File: src/rtl/espmc_pkg.sv
// Package for the encoder speed PI motor controller.
// Shared constants, register indexes and the status struct. No dependencies.
package espmc_pkg;

    localparam int PosW  = 32;
    localparam int TimeW = 32;
    localparam int SpdW  = 18;
    localparam int DutyW = 8;
    localparam int DirW  = 2;
    localparam int OnW   = 10;
    localparam int CfgIdxW = 3;
    localparam int CfgDataW = 16;

    localparam logic [CfgIdxW-1:0] REG_KP    = 3'd0;
    localparam logic [CfgIdxW-1:0] REG_KI    = 3'd1;
    localparam logic [CfgIdxW-1:0] REG_ILIM  = 3'd2;
    localparam logic [CfgIdxW-1:0] REG_FLOOR = 3'd3;
    localparam logic [CfgIdxW-1:0] REG_CEIL  = 3'd4;
    localparam logic [CfgIdxW-1:0] REG_STOP  = 3'd5;
    localparam logic [CfgIdxW-1:0] REG_CPR   = 3'd6;

    localparam int InW  = PosW + TimeW + SpdW;
    localparam int InBytesW = ((InW + 7) / 8) * 8;
    localparam int OutW = SpdW + DutyW + DirW + 1 + 1 + OnW;
    localparam int OutBytesW = ((OutW + 7) / 8) * 8;

    // serial divider: 64-bit dividend, 40-bit divisor
    localparam int DivNW = 64;
    localparam int DivDW = 40;
    localparam int DivCntW = 7;

    typedef struct packed {
        logic start;
        logic busy;
        logic done;
    } div_ctl_t;

endpackage

File: src/rtl/espmc_div.sv
// Restoring bit-serial unsigned divider, one quotient bit per cycle.
// Depends on espmc_pkg.
module espmc_div
(
    input  logic                               clk,
    input  logic                               rst_n,
    input  logic                               start,
    input  logic [espmc_pkg::DivNW-1:0]        dividend,
    input  logic [espmc_pkg::DivDW-1:0]        divisor,
    output espmc_pkg::div_ctl_t                ctl,
    output logic [espmc_pkg::DivNW-1:0]        quotient
);
    import espmc_pkg::*;

    logic [DivNW-1:0]   q_reg, q_next;
    logic [DivDW:0]     r_reg, r_next;
    logic [DivDW-1:0]   d_reg, d_next;
    logic [DivCntW-1:0] cnt_reg, cnt_next;
    logic               busy_reg, busy_next, done_reg, done_next;
    logic [DivDW+1:0]   trial;
    logic [DivDW:0]     shifted;

    always_comb
    begin
        q_next    = q_reg;
        r_next    = r_reg;
        d_next    = d_reg;
        cnt_next  = cnt_reg;
        busy_next = busy_reg;
        done_next = 1'b0;
        shifted   = {r_reg[DivDW-1:0], q_reg[DivNW-1]};
        trial     = {1'b0, shifted} - {2'b00, d_reg};
        if (start)
        begin
            q_next    = dividend;
            r_next    = '0;
            d_next    = divisor;
            cnt_next  = '0;
            busy_next = 1'b1;
        end
        else if (busy_reg)
        begin
            if (!trial[DivDW+1])
            begin
                r_next = trial[DivDW:0];
                q_next = {q_reg[DivNW-2:0], 1'b1};
            end
            else
            begin
                r_next = shifted;
                q_next = {q_reg[DivNW-2:0], 1'b0};
            end
            cnt_next = cnt_reg + 1'b1;
            if (cnt_reg == DivCntW'(DivNW - 1))
            begin
                busy_next = 1'b0;
                done_next = 1'b1;
            end
        end
    end

    always_ff @(posedge clk or negedge rst_n)
    begin
        if (!rst_n)
        begin
            busy_reg <= 1'b0;
            done_reg <= 1'b0;
            cnt_reg  <= '0;
        end
        else
        begin
            busy_reg <= busy_next;
            done_reg <= done_next;
            cnt_reg  <= cnt_next;
        end
    end

    always_ff @(posedge clk)
    begin
        q_reg <= q_next;
        r_reg <= r_next;
        d_reg <= d_next;
    end

    assign ctl.start = start;
    assign ctl.busy  = busy_reg;
    assign ctl.done  = done_reg;
    assign quotient  = q_reg;
endmodule

File: src/rtl/espmc_mul.sv
// Shift-and-add serial multiplier, one multiplier bit per cycle.
// Depends on espmc_pkg.
module espmc_mul
(
    input  logic        clk,
    input  logic        rst_n,
    input  logic        start,
    input  logic [39:0] mcand,
    input  logic [23:0] mplier,
    output logic        done,
    output logic [63:0] product
);
    import espmc_pkg::*;

    logic [63:0] p_reg, p_next;
    logic [63:0] a_reg, a_next;
    logic [23:0] b_reg, b_next;
    logic [4:0]  cnt_reg, cnt_next;
    logic        busy_reg, busy_next, done_reg, done_next;

    always_comb
    begin
        p_next    = p_reg;
        a_next    = a_reg;
        b_next    = b_reg;
        cnt_next  = cnt_reg;
        busy_next = busy_reg;
        done_next = 1'b0;
        if (start)
        begin
            p_next    = '0;
            a_next    = {24'd0, mcand};
            b_next    = mplier;
            cnt_next  = '0;
            busy_next = 1'b1;
        end
        else if (busy_reg)
        begin
            if (b_reg[0])
                p_next = p_reg + a_reg;
            a_next   = {a_reg[62:0], 1'b0};
            b_next   = {1'b0, b_reg[23:1]};
            cnt_next = cnt_reg + 1'b1;
            if (cnt_reg == 5'd23)
            begin
                busy_next = 1'b0;
                done_next = 1'b1;
            end
        end
    end

    always_ff @(posedge clk or negedge rst_n)
    begin
        if (!rst_n)
        begin
            busy_reg <= 1'b0;
            done_reg <= 1'b0;
            cnt_reg  <= '0;
        end
        else
        begin
            busy_reg <= busy_next;
            done_reg <= done_next;
            cnt_reg  <= cnt_next;
        end
    end

    always_ff @(posedge clk)
    begin
        p_reg <= p_next;
        a_reg <= a_next;
        b_reg <= b_next;
    end

    assign done    = done_reg;
    assign product = p_reg;
endmodule

File: src/rtl/encoder_speed_pi_motor_controller.sv
// Encoder speed PI motor controller, top level.
// Depends on espmc_pkg, espmc_div and espmc_mul.
//
// Usage:
//   s_axis carries one control tick per word: encoder position, timestamp and
//   target speed. m_axis returns one result word per tick. cfg writes one of
//   seven gain and limit registers by index; write only while idle.
//   Each tick runs a sequence on one shared serial multiplier and one serial
//   divider: delta*1e6, divide by elapsed, *960, divide by counts_per_rev,
//   kp*e, ki*I, then duty*1000 divided by 255 on a start. With zero elapsed
//   time the speed stage is skipped. The next tick is taken in the cycle
//   after the result is written. One tick at a time.
//   The result sits in an output register; a new tick is accepted while it
//   waits, but its result is not written until the register is free.
//   Reset loads register defaults, clears all state and empties the output.
//   A stalled receiver holds the result word unchanged.
module encoder_speed_pi_motor_controller
(
    input  logic        clk,
    input  logic        rst_n,
    input  logic        s_axis_tvalid,
    output logic        s_axis_tready,
    input  logic [87:0] s_axis_tdata,   // encoder_position, time_us, target_rpm
    output logic        m_axis_tvalid,
    input  logic        m_axis_tready,
    output logic [39:0] m_axis_tdata,   // measured_rpm, duty, drive_direction,
                                        // braking, start_pwm, first_on_time_us
    input  logic        cfg_valid,
    output logic        cfg_ready,
    input  logic [2:0]  cfg_index,
    input  logic [15:0] cfg_data
);
    import espmc_pkg::*;

    typedef enum logic [3:0] {
        S_IDLE, S_M1, S_D1, S_M2, S_D2, S_SPD, S_PI, S_MP, S_MI, S_DUTY,
        S_MON, S_DON, S_OUT
    } state_t;

    state_t state_reg;
    logic [15:0] kp_reg, ki_reg, ilim_reg, cpr_reg;
    logic [7:0]  floor_reg, ceil_reg;
    logic [11:0] stop_reg;
    logic [31:0] ppos_reg, ptime_reg, elapsed_reg;
    logic signed [17:0] spd_reg, integ_reg, target_reg;
    logic signed [18:0] err_reg;
    logic [7:0]  duty_reg;
    logic [1:0]  dir_reg;
    logic        run_reg, neg_reg, brake_reg, start_reg;
    logic [9:0]  on_reg;
    logic [63:0] acc_reg;
    logic [39:0] out_reg;
    logic        ovalid_reg;

    logic        mul_start, mul_done, div_start;
    logic [39:0] mul_a;
    logic [23:0] mul_b;
    logic [63:0] mul_p, div_q;
    logic [63:0] div_n;
    logic [39:0] div_d;
    div_ctl_t    div_ctl;

    logic signed [31:0] delta_w;
    logic [31:0] mag_w;
    logic [17:0] tabs_w;
    logic signed [19:0] isum_w;
    logic signed [19:0] ilim_w;
    logic signed [18:0] err_w;
    logic [18:0] errabs_w;
    logic [63:0] accabs_w;
    logic [43:0] u_w;
    logic [7:0]  dsel_w;

    espmc_mul u_mul (.clk(clk), .rst_n(rst_n), .start(mul_start), .mcand(mul_a),
                     .mplier(mul_b), .done(mul_done), .product(mul_p));
    espmc_div u_div (.clk(clk), .rst_n(rst_n), .start(div_start), .dividend(div_n),
                     .divisor(div_d), .ctl(div_ctl), .quotient(div_q));

    assign s_axis_tready = (state_reg == S_IDLE);
    assign cfg_ready     = 1'b1;
    assign m_axis_tvalid = ovalid_reg;
    assign m_axis_tdata  = out_reg;

    assign delta_w  = $signed(s_axis_tdata[31:0] - ppos_reg);
    assign mag_w    = delta_w[31] ? 32'(-delta_w) : 32'(delta_w);
    assign tabs_w   = target_reg[17] ? 18'(-target_reg) : 18'(target_reg);
    assign err_w    = 19'(target_reg) - 19'(spd_reg);
    assign errabs_w = err_w[18] ? 19'(-err_w) : 19'(err_w);
    assign isum_w   = 20'(integ_reg) + 20'(err_w);
    assign ilim_w   = $signed({4'd0, ilim_reg});
    assign accabs_w = acc_reg[63] ? -acc_reg : acc_reg;
    assign u_w      = accabs_w[63:20];
    assign dsel_w   = (u_w < 44'(floor_reg)) ? floor_reg :
                      ((u_w > 44'(ceil_reg)) ? ceil_reg : u_w[7:0]);

    always_comb
    begin
        mul_start = 1'b0;
        mul_a     = '0;
        mul_b     = '0;
        div_start = 1'b0;
        div_n     = acc_reg;
        div_d     = {8'd0, elapsed_reg};
        unique case (state_reg)
            S_IDLE:
            begin
                mul_start = s_axis_tvalid && (s_axis_tdata[63:32] != ptime_reg);
                mul_a     = {8'd0, mag_w};
                mul_b     = 24'd1000000;
            end
            S_M1:
            begin
                div_start = mul_done;
                div_n     = mul_p;
            end
            S_D1:
            begin
                mul_start = div_ctl.done;
                mul_a     = (|div_q[63:40]) ? '1 : div_q[39:0];
                mul_b     = 24'd960;
            end
            S_M2:
            begin
                div_start = mul_done;
                div_n     = mul_p;
                div_d     = {24'd0, (cpr_reg == 16'd0) ? 16'd1 : cpr_reg};
            end
            S_PI:
            begin
                mul_start = 1'b1;
                mul_a     = {21'd0, errabs_w};
                mul_b     = {8'd0, kp_reg};
            end
            S_MP:
            begin
                mul_start = mul_done;
                mul_a     = 40'(integ_reg[17] ? 18'(-integ_reg) : 18'(integ_reg));
                mul_b     = {8'd0, ki_reg};
            end
            S_DUTY:
            begin
                mul_start = !run_reg;
                mul_a     = {32'd0, dsel_w};
                mul_b     = 24'd1000;
            end
            S_MON:
            begin
                div_start = mul_done;
                div_n     = mul_p;
                div_d     = 40'd255;
            end
            default: ;
        endcase
    end

    always_ff @(posedge clk or negedge rst_n)
    begin
        if (!rst_n)
        begin
            state_reg  <= S_IDLE;
            kp_reg     <= 16'd5243;
            ki_reg     <= 16'd5590;
            ilim_reg   <= 16'd48000;
            floor_reg  <= 8'd10;
            ceil_reg   <= 8'd245;
            stop_reg   <= 12'd16;
            cpr_reg    <= 16'd2184;
            ppos_reg   <= '0;
            ptime_reg  <= '0;
            spd_reg    <= '0;
            integ_reg  <= '0;
            duty_reg   <= '0;
            dir_reg    <= '0;
            run_reg    <= 1'b0;
            ovalid_reg <= 1'b0;
            elapsed_reg <= '0;
            target_reg <= '0;
            err_reg    <= '0;
            neg_reg    <= 1'b0;
            brake_reg  <= 1'b0;
            start_reg  <= 1'b0;
            on_reg     <= '0;
            acc_reg    <= '0;
            out_reg    <= '0;
        end
        else
        begin
            if (cfg_valid)
            begin
                unique case (cfg_index)
                    REG_KP:    kp_reg    <= cfg_data;
                    REG_KI:    ki_reg    <= cfg_data;
                    REG_ILIM:  ilim_reg  <= cfg_data;
                    REG_FLOOR: floor_reg <= cfg_data[7:0];
                    REG_CEIL:  ceil_reg  <= cfg_data[7:0];
                    REG_STOP:  stop_reg  <= cfg_data[11:0];
                    REG_CPR:   cpr_reg   <= cfg_data;
                    default: ;
                endcase
            end
            if (ovalid_reg && m_axis_tready && (state_reg != S_OUT))
                ovalid_reg <= 1'b0;
            unique case (state_reg)
                S_IDLE:
                begin
                    if (s_axis_tvalid)
                    begin
                        ppos_reg    <= s_axis_tdata[31:0];
                        ptime_reg   <= s_axis_tdata[63:32];
                        elapsed_reg <= s_axis_tdata[63:32] - ptime_reg;
                        target_reg  <= $signed(s_axis_tdata[81:64]);
                        neg_reg     <= delta_w[31];
                        state_reg   <= (s_axis_tdata[63:32] != ptime_reg) ? S_M1 : S_PI;
                        brake_reg   <= 1'b0;
                        start_reg   <= 1'b0;
                        on_reg      <= '0;
                    end
                end
                S_M1: if (mul_done) state_reg <= S_D1;
                S_D1: if (div_ctl.done) state_reg <= S_M2;
                S_M2: if (mul_done) state_reg <= S_D2;
                S_D2:
                begin
                    if (div_ctl.done)
                    begin
                        acc_reg   <= div_q;
                        state_reg <= S_SPD;
                    end
                end
                S_SPD:
                begin
                    if (neg_reg)
                        spd_reg <= (acc_reg > 64'd131072) ? -18'sd131072 : 18'(-acc_reg);
                    else
                        spd_reg <= (acc_reg > 64'd131071) ? 18'sd131071 : 18'(acc_reg);
                    state_reg <= S_PI;
                end
                S_PI:
                begin
                    if (tabs_w < 18'(stop_reg))
                    begin
                        run_reg   <= 1'b0;
                        integ_reg <= '0;
                        dir_reg   <= '0;
                        brake_reg <= 1'b1;
                        state_reg <= S_OUT;
                    end
                    else
                    begin
                        err_reg <= err_w;
                        if (isum_w > ilim_w)
                            integ_reg <= 18'(ilim_w);
                        else if (isum_w < -ilim_w)
                            integ_reg <= 18'(-ilim_w);
                        else
                            integ_reg <= 18'(isum_w);
                        state_reg <= S_MP;
                    end
                end
                S_MP:
                begin
                    if (mul_done)
                    begin
                        acc_reg   <= err_reg[18] ? -mul_p : mul_p;
                        state_reg <= S_MI;
                    end
                end
                S_MI:
                begin
                    if (mul_done)
                    begin
                        acc_reg   <= acc_reg + (integ_reg[17] ? -mul_p : mul_p);
                        state_reg <= S_DUTY;
                    end
                end
                S_DUTY:
                begin
                    duty_reg  <= dsel_w;
                    dir_reg   <= target_reg[17] ? 2'b11 : ((target_reg != 0) ? 2'b01 : 2'b00);
                    start_reg <= !run_reg;
                    run_reg   <= 1'b1;
                    state_reg <= run_reg ? S_OUT : S_MON;
                end
                S_MON: if (mul_done) state_reg <= S_DON;
                S_DON:
                begin
                    if (div_ctl.done)
                    begin
                        on_reg    <= (div_q[9:0] < 10'd50) ? 10'd50 : div_q[9:0];
                        state_reg <= S_OUT;
                    end
                end
                S_OUT:
                begin
                    if (!ovalid_reg || m_axis_tready)
                    begin
                        out_reg    <= {on_reg, start_reg, brake_reg, dir_reg,
                                       duty_reg, spd_reg};
                        ovalid_reg <= 1'b1;
                        state_reg  <= S_IDLE;
                    end
                end
                default: state_reg <= S_IDLE;
            endcase
        end
    end
endmodule
File: config.mk
export PLATFORM = sky130hd
export DESIGN_NAME = encoder_speed_pi_motor_controller
export DESIGN_NICKNAME = d
export VERILOG_FILES = /design/src/rtl/espmc_pkg.sv /design/src/rtl/espmc_div.sv /design/src/rtl/espmc_mul.sv /design/src/rtl/encoder_speed_pi_motor_controller.sv
export SDC_FILE = /design/constraint.sdc
export NUM_CORES = 2
export LEC_CHECK = 0
export BUFFER_PORTS_ARGS = -buffer_cell sky130_fd_sc_hd__buf_2
export CORE_AREA = 3 3 308 310
export DETAILED_ROUTE_END_ITERATION = 7
export DIE_AREA = 0 0 311 313
export PLACE_DENSITY = 0.71
export RECOVER_POWER = 100
export SLEW_MARGIN = 15
export SYNTH_ARGS = -nofsm -noshare
export SYNTH_HDL_FRONTEND = slang
export SYNTH_SLANG_ARGS = --single-unit
File: constraint.sdc
create_clock -name clk -period 9 [get_ports clk]
set_clock_uncertainty 0.2 [all_clocks]
set_input_delay 1.8 -clock clk [delete_from_list [all_inputs] [get_ports clk]]
set_output_delay 1.8 -clock clk [all_outputs]
set_load 0.005 [all_outputs]
* Word level (Yosys, flattened, before mapping)
Cells that the tools add are included. Widths: inputs -> output; s select.
Storage, ports and cells: register bits after elaboration 706, input port bits 112, output and inout port bits 43, word-level logic and storage cells 214
Cells by class: $add $sub $neg 16, $lt $le $gt $ge 8, equality and inequality tests 33, mux-type cells 82, bitwise gates (word level) 1, reductions and logical operators 36
Operators with widths (number):
- $mux 64 | 9
- $mux 40 | 5
- $pmux 40 s5 | 1
- $pmux 64 s3 | 1
- $add 64x64->64 | 2
- $neg 64->64 | 2
- $mux 18 | 7
- $pmux 20 s5 | 1
- $gt 64x17->1 const B | 1
- $gt 64x18->1 const B | 1
- $pmux 32 s2 | 1
- $sub 32x32->32 | 2
- $pmux 4 s13 | 1
- $mux 24 | 2
- $gt 44x8->1 | 1
- $lt 44x8->1 | 1
- $mux 4 | 11
- $sub 41x40->42 | 1
- $neg 18->18 | 2
- $mux 32 | 1
- $ne 32x32->1 | 1
- $neg 32->32 | 1
- $reduce_bool 32->1 | 1
- $mux 10 | 3
- 49 further kinds | 117

* Depth between registers and ports, before layout
depth in word-level cells 7, mapped depth 28, gate-level depth less buffers 27

* By module
Synthesis repeated with hierarchy kept, for this count alone.
Unflattened totals: cell total of the unflattened synthesis 6057, area, all modules 52267.6 um^2
Modules (own cells, without submodules):
- encoder_speed_pi_motor_controller | times used 1, cells an instance 4230, area an instance 34025.1 um^2, sequential area each 9452.8 um^2
- espmc_mul | times used 1, cells an instance 1047, area an instance 9781.9 um^2, sequential area each 3858.7 um^2
- espmc_div | times used 1, cells an instance 780, area an instance 8460.6 um^2, sequential area each 4149.0 um^2

* Worst setup path after synthesis
Ideal clock, no wire load.
path type flip-flop to flip-flop, start register target_reg[0], end register integ_reg[6], library setup time 91 ps, arrival time 5532 ps, data required time 8709 ps, slack 3177 ps, cell stages (with the launch flop) 26, buffers on the path 0, period minus slack after synthesis 5823 ps, path through dfrtp_1 -> inv_1 -> ha_1 -> inv_1 -> fa_1 -> a211oi_1 -> nor2_1 -> o21ai_0 -> xnor2_1 -> ha_1 -> a21o_1 -> a21oi_1 -> nor2_1 -> a211oi_1 -> a21boi_0 -> o21a_1 -> nor2_1 -> xnor2_1 -> ha_1 -> a2111o_1 -> a211o_1 -> a22oi_1 -> o2111ai_1 -> a211oi_1 -> a2bb2oi_1 -> o221ai_1
On the way: cells in the longest elaborated chain, start to end 6, elaborated cells between the ends (all ways) 10, classes of those cells add/sub (3); order compare (3); mux (4)
RTL lines:
- start, declared | line encoder_speed_pi_motor_controller.sv:45 | logic signed [17:0] spd_reg, integ_reg, target_reg;
- start signal, assigned | line encoder_speed_pi_motor_controller.sv:211 | target_reg <= $signed(s_axis_tdata[81:64]);
- $sub 18x18->19 | line encoder_speed_pi_motor_controller.sv:87 | assign err_w = 19'(target_reg) - 19'(spd_reg);
- $add 18x19->20 | line encoder_speed_pi_motor_controller.sv:89 | assign isum_w = 20'(integ_reg) + 20'(err_w);
- $lt 20x20->1 | line encoder_speed_pi_motor_controller.sv:253 | else if (isum_w < -ilim_w)
- $mux 18 | line encoder_speed_pi_motor_controller.sv:253
- $mux 18 | line encoder_speed_pi_motor_controller.sv:251 | if (isum_w > ilim_w)
- $mux 18 * | line encoder_speed_pi_motor_controller.sv:240 | if (tabs_w < 18'(stop_reg))
- end signal, assigned | line encoder_speed_pi_motor_controller.sv:252 | integ_reg <= 18'(ilim_w);
- end signal, assigned | line encoder_speed_pi_motor_controller.sv:254 | integ_reg <= 18'(-ilim_w);
- end signal, assigned | line encoder_speed_pi_motor_controller.sv:256 | integ_reg <= 18'(isum_w);
- end, declared | line encoder_speed_pi_motor_controller.sv:45
Every way passes the cells marked *; elsewhere a longest branch is shown, timed or not. A chain may end at the register's enable or synchronous reset.

* Worst setup path in the final report
start register state_reg[1], end register u_div.r_reg[28]
On the way: cells in the longest elaborated chain, start to end 3, elaborated cells between the ends (all ways) 5, classes of those cells eq/ne (3); mux (1); reduce/logical (1)
RTL lines:
- start, declared | line encoder_speed_pi_motor_controller.sv:40 | state_t state_reg;
- start signal, assigned | line encoder_speed_pi_motor_controller.sv:213 | state_reg <= (s_axis_tdata[63:32] != ptime_reg) ? S_M1 : S_PI;
- start signal, assigned | line encoder_speed_pi_motor_controller.sv:282 | state_reg <= run_reg ? S_OUT : S_MON;
- $eq 4x4->1 (tied with other cells) | line encoder_speed_pi_motor_controller.sv:104 | unique case (state_reg)
- $reduce_or 3->1 (no source line) *
- $mux 1 * | line encoder_speed_pi_motor_controller.sv:104
- end signal, assigned | line espmc_div.sv:81 | r_reg <= r_next;
- end, declared | line espmc_div.sv:16 | logic [DivDW:0] r_reg, r_next;
Marks and branches as above.

==> results by group <==
Outcome
  • Outcome: finished, violations left
  • Failing checks: capacitance limit, slew limit

Synthesis
  • Register area share after synthesis: 33.71%
  • Largest family of logic cells by synthesized area: compound AO/OA/AOI/OAI gates
  • Syn Area/Cell: 8.355 sq um
  • Xor/xnor cell area share of the yosys netlist: 7.079%
  • Post-synthesis simple-gate area fraction: 19.89%
  • Yosys warning total: 0
  • Post-Syn Nets: 6,517
  • Number of synthesized flops with an enable pin: 156
  • Post-synth ARST share: 57.99%
  • Top_reg_cell synth: dfrtp_1
  • Mux share of post-synthesis cell area: 3.660%
  • Mapped Area: 0.05073 sq mm
  • Synth top area share: approximately 18%
  • Count of distinct cell types in the synthesized netlist: 114
  • Yosys reg bits: slightly below 700
  • Cells after Synth: 6,071
  • Adder-cell area share of the yosys netlist: 8.342%
  • Post-synth top area cell: dfrtp_1
  • Top post-synthesis cells by area: dfrtp_1 18%, edfxtp_1 9.2%, ha_1 8.1%
  • Compound-cell area share of the yosys netlist: 22.70%

Floorplanning
  • # rows: 111
  • Die H: 313 microns
  • Initial Util: about 55%
  • Die area: 0.09734 sq mm
  • Die width: 311 microns
  • Top-Level Pins: about 160
  • Core ar.: ~0.092 sq mm

Worst setup path
  • Critical Path Source Type: flip-flop
  • Crit path required time: 9.37 ns
  • Critical-path top delay cell: clkinvlp_2
  • Critical path class: flip-flop to flip-flop
  • Crit Path Max Fanout: 73
  • Crit path max-delay family: buffers and inverters
  • Crit path cell chain: inv_1 -> nor2_1 -> mux2i_1 -> or3b_2 -> clkbuf_1 -> clkinvlp_2 -> buf_4 -> nor3b_1 -> a41oi_1 -> o21ai_0
  • Reg2reg setup slack: 1.40 ns
  • Bufs and invs on worst path: 4
  • CP max stage delay: 2.56 ns
  • WP data arrival: approximately 8.0 ns
  • Worst Setup End Kind: flip-flop

Clock network
  • H-tree levels: 3
  • Clock buffer depth: 3
  • Inserted Clock Buffers: 81
  • Clock Latency Late Sink: about 0.67 ns
  • Clk sinks: ~680
  • Postcts setup bufs: 0
  • Post-CTS Resized: 0
  • CTS tree: done
  • CTS Hold Bufs: 0
  • CTS root buffer: clkbuf_16
  • Clock slew at reported path FFs: around 0.06 ns

Detailed routing
  • DR iter-0 viols: between 4,000 and 5,000
  • 1st-pass router iterations: 6
  • DRT antenna net count: 0
  • Post-Route WL: 156.3 mm
  • Vias: 46,332
  • DR DRC count: 0
  • Via density: 6.313
  • WL/cell: 21.30 microns

Power and ir drop
  • Clock network fraction of total power: 40.4%
  • Sequential power share: 42.7%
  • Sw frac: 29.62%
  • Sw Pwr: roughly 2.4 mW
  • Internal: 5.751 mW
  • P per Cell Area: approximately 150 mW/mm^2
  • Peak supply drop: 0.1827 mV
  • Combinational fraction of design power: 16.8%
  • Leak Pwr: 23.56 nW

STA
  • Relative slew slack: -247.1%
  • Period minus WS final: 7.603 ns
  • RSZ-0062 raised after global routing: no
  • Total negative slack: 0 ns
  • Crit share post-route: 84.48%
  • Max frequency: between 100 and 150 MHz
  • Endpoints failing setup: 0
  • Setup WS post-layout: 1.397 ns
  • Slew @ Worst Pin: 5.207 ns
  • Final hold vios: 0
  • Max-slew violations: 1,083

Finish
  • Layout cell share with drive strength beyond 1: 8.943%
  • Post-route cell area: 0.05472 sq mm
  • Area Overhead vs Synth: 7.866%
  • Fin nets: roughly 6,500
  • Non-Filler Instances: approximately 7,300

Placed design
  • Dpl ws: approximately 1.7 ns
  • Detailed placer's ending HPWL: 115.8 mm
  • DP Area: between 0.05 and 0.06 sq mm
  • Routability congestion estimate: 0.9700
  • I/O Buffers: 147
  • Inst Count DP: 7,186

Flow run
  • Number of max-cap violations: 20

Global routing
  • First-pass GRT wire length: 245.3 mm
  • GRT Resource Usage Total: 31.19%
  • Largest net degree at the start of global routing: 110
  • Vias in the first global route: 43,599
  • Initial antenna violation count: 4
  • Total gr overflow: 0

Min path
  • Worst Hold Class: flip-flop to flip-flop
worst min-delay path: cells and delay by family (launching register included):
kind / cells / cell delay, ns
DFF: 1 / 0.33
AOI/OAI and AO/OA: 1 / 0.05
and+or+nand+nor: 1 / 0.04
layout make-up:
type | count | area, sq um
fillers | 8453 | 37220
multi-input cells | 4786 | 31290
flip-flops and latches | 676 | 17110
clock buffers | 117 | 2346
well taps | 1243 | 1555
repair buffers | 200 | 1056
inverters | 281 | 1056
clock inverters | 34 | 305.3
diodes | 2 | 5.005
logic make-up (layout without fill, tap and decap cells):
logic type | Yosys count | count (layout)
other cells | 1 | 3
compound gates | 1782 | 1782
flops | 676 | 676
xor+xnor | 410 | 410
buf+inv | 609 | 632
fa+ha+maj | 334 | 334
mux | 171 | 171
simple gates | 2088 | 2088
placed cells by master, fill, tap and decap left out, types with 136 or more instances in the layout:
cell type  synthesis  routed
a21o_1           136     136
a21oi_1          451     451
dfrtp_1          357     353
edfxtp_1         156     156
ha_1             327     327
inv_1            279     278
nand2_1          818     816
nor2_1           431     426
nor3_1           137     136
o21ai_0          485     486
xnor2_1          259     259
xor2_1           151     151
power by group through the flow:
stage | logic [mW] | clock network (mW) | registers (mW)
global route | 1.53 | 3.47 | 3.51
floorplan | 1.07 | 0 | 3.43
global placement | 1.33 | 0 | 3.54
finish | 1.38 | 3.30 | 3.49
CTS | 1.36 | 3.36 | 3.49
detailed placement | 1.35 | 0 | 3.55
path summary, 6_finish.rpt:
| check | start | endpoint | cells past startpoint |
|---|---|---|---|
| min | elapsed_reg[23]$_DFFE_PN0P_ | elapsed_reg[23]$_DFFE_PN0P_ | 2 |
| max reg2reg | state_reg[1]$_DFFE_PN0P_ | u_div.r_reg[28]$_SDFFE_PP0P_ | 10 |
| min in group asynchronous | rst_n | target_reg[12]$_DFFE_PN0P_ | 1 |
| max | state_reg[1]$_DFFE_PN0P_ | u_div.r_reg[28]$_SDFFE_PP0P_ | 10 |
| min reg2reg | elapsed_reg[23]$_DFFE_PN0P_ | elapsed_reg[23]$_DFFE_PN0P_ | 2 |
| max in group asynchronous | rst_n | acc_reg[46]$_DFFE_PN0P_ | 2 |
through the flow:
step / utilization, % / total power [mW] / hold WS [ns]
global route: 59.51 / 8.513 / 0.2959
detailed placement: 56.88 / 4.898 / 0.2628
global placement: 56.88 / 4.874 / 0.2575
CTS: 59.76 / 8.208 / 0.2753
finish: 59.51 / 8.171 / 0.2701
floorplan: - / 4.493 / 0.2402
synthesized netlist by cell type, drive strengths merged (18+ instances only):
| cell | count |
|---|---|
| xnor2 | 259 |
| a2111oi | 18 |
| a311oi | 26 |
| edfxtp | 156 |
| a22oi | 22 |
| nand2 | 818 |
| inv | 280 |
| a221oi | 58 |
| a21o | 136 |
| o211ai | 54 |
| dfstp | 35 |
| a21oi | 451 |
| a211oi | 53 |
| o2111ai | 18 |
| dfxtp | 128 |
| nand2b | 64 |
| mux2 | 116 |
| a22o | 25 |
| or3 | 75 |
| nand3 | 115 |
| and3 | 49 |
| or4 | 42 |
| o31ai | 64 |
| ha | 327 |
| nor3b | 18 |
| dfrtp | 357 |
| mux2i | 55 |
| nor2 | 433 |
| nor3 | 140 |
| nor4 | 81 |
| nand4 | 63 |
| o21ai | 489 |
| xor2 | 151 |
| nand3b | 18 |
| buf | 47 |
| clkbuf | 281 |
| o21a | 64 |
| or2 | 31 |
| a31oi | 52 |
| and2 | 36 |
| o21bai | 37 |
| o22ai | 27 |
| nor2b | 50 |
metal layers:
metal	GRT usage, %	up-vias	part of all wire [%]
met4	13.22	2	4.5
met3	4.588	369	7.1
met2	49.52	1754	45
li1	-	21978	-
met5	0	-	0.0090
met1	42.64	22229	43
No activity file was read; power rests on OpenSTA's default activity.
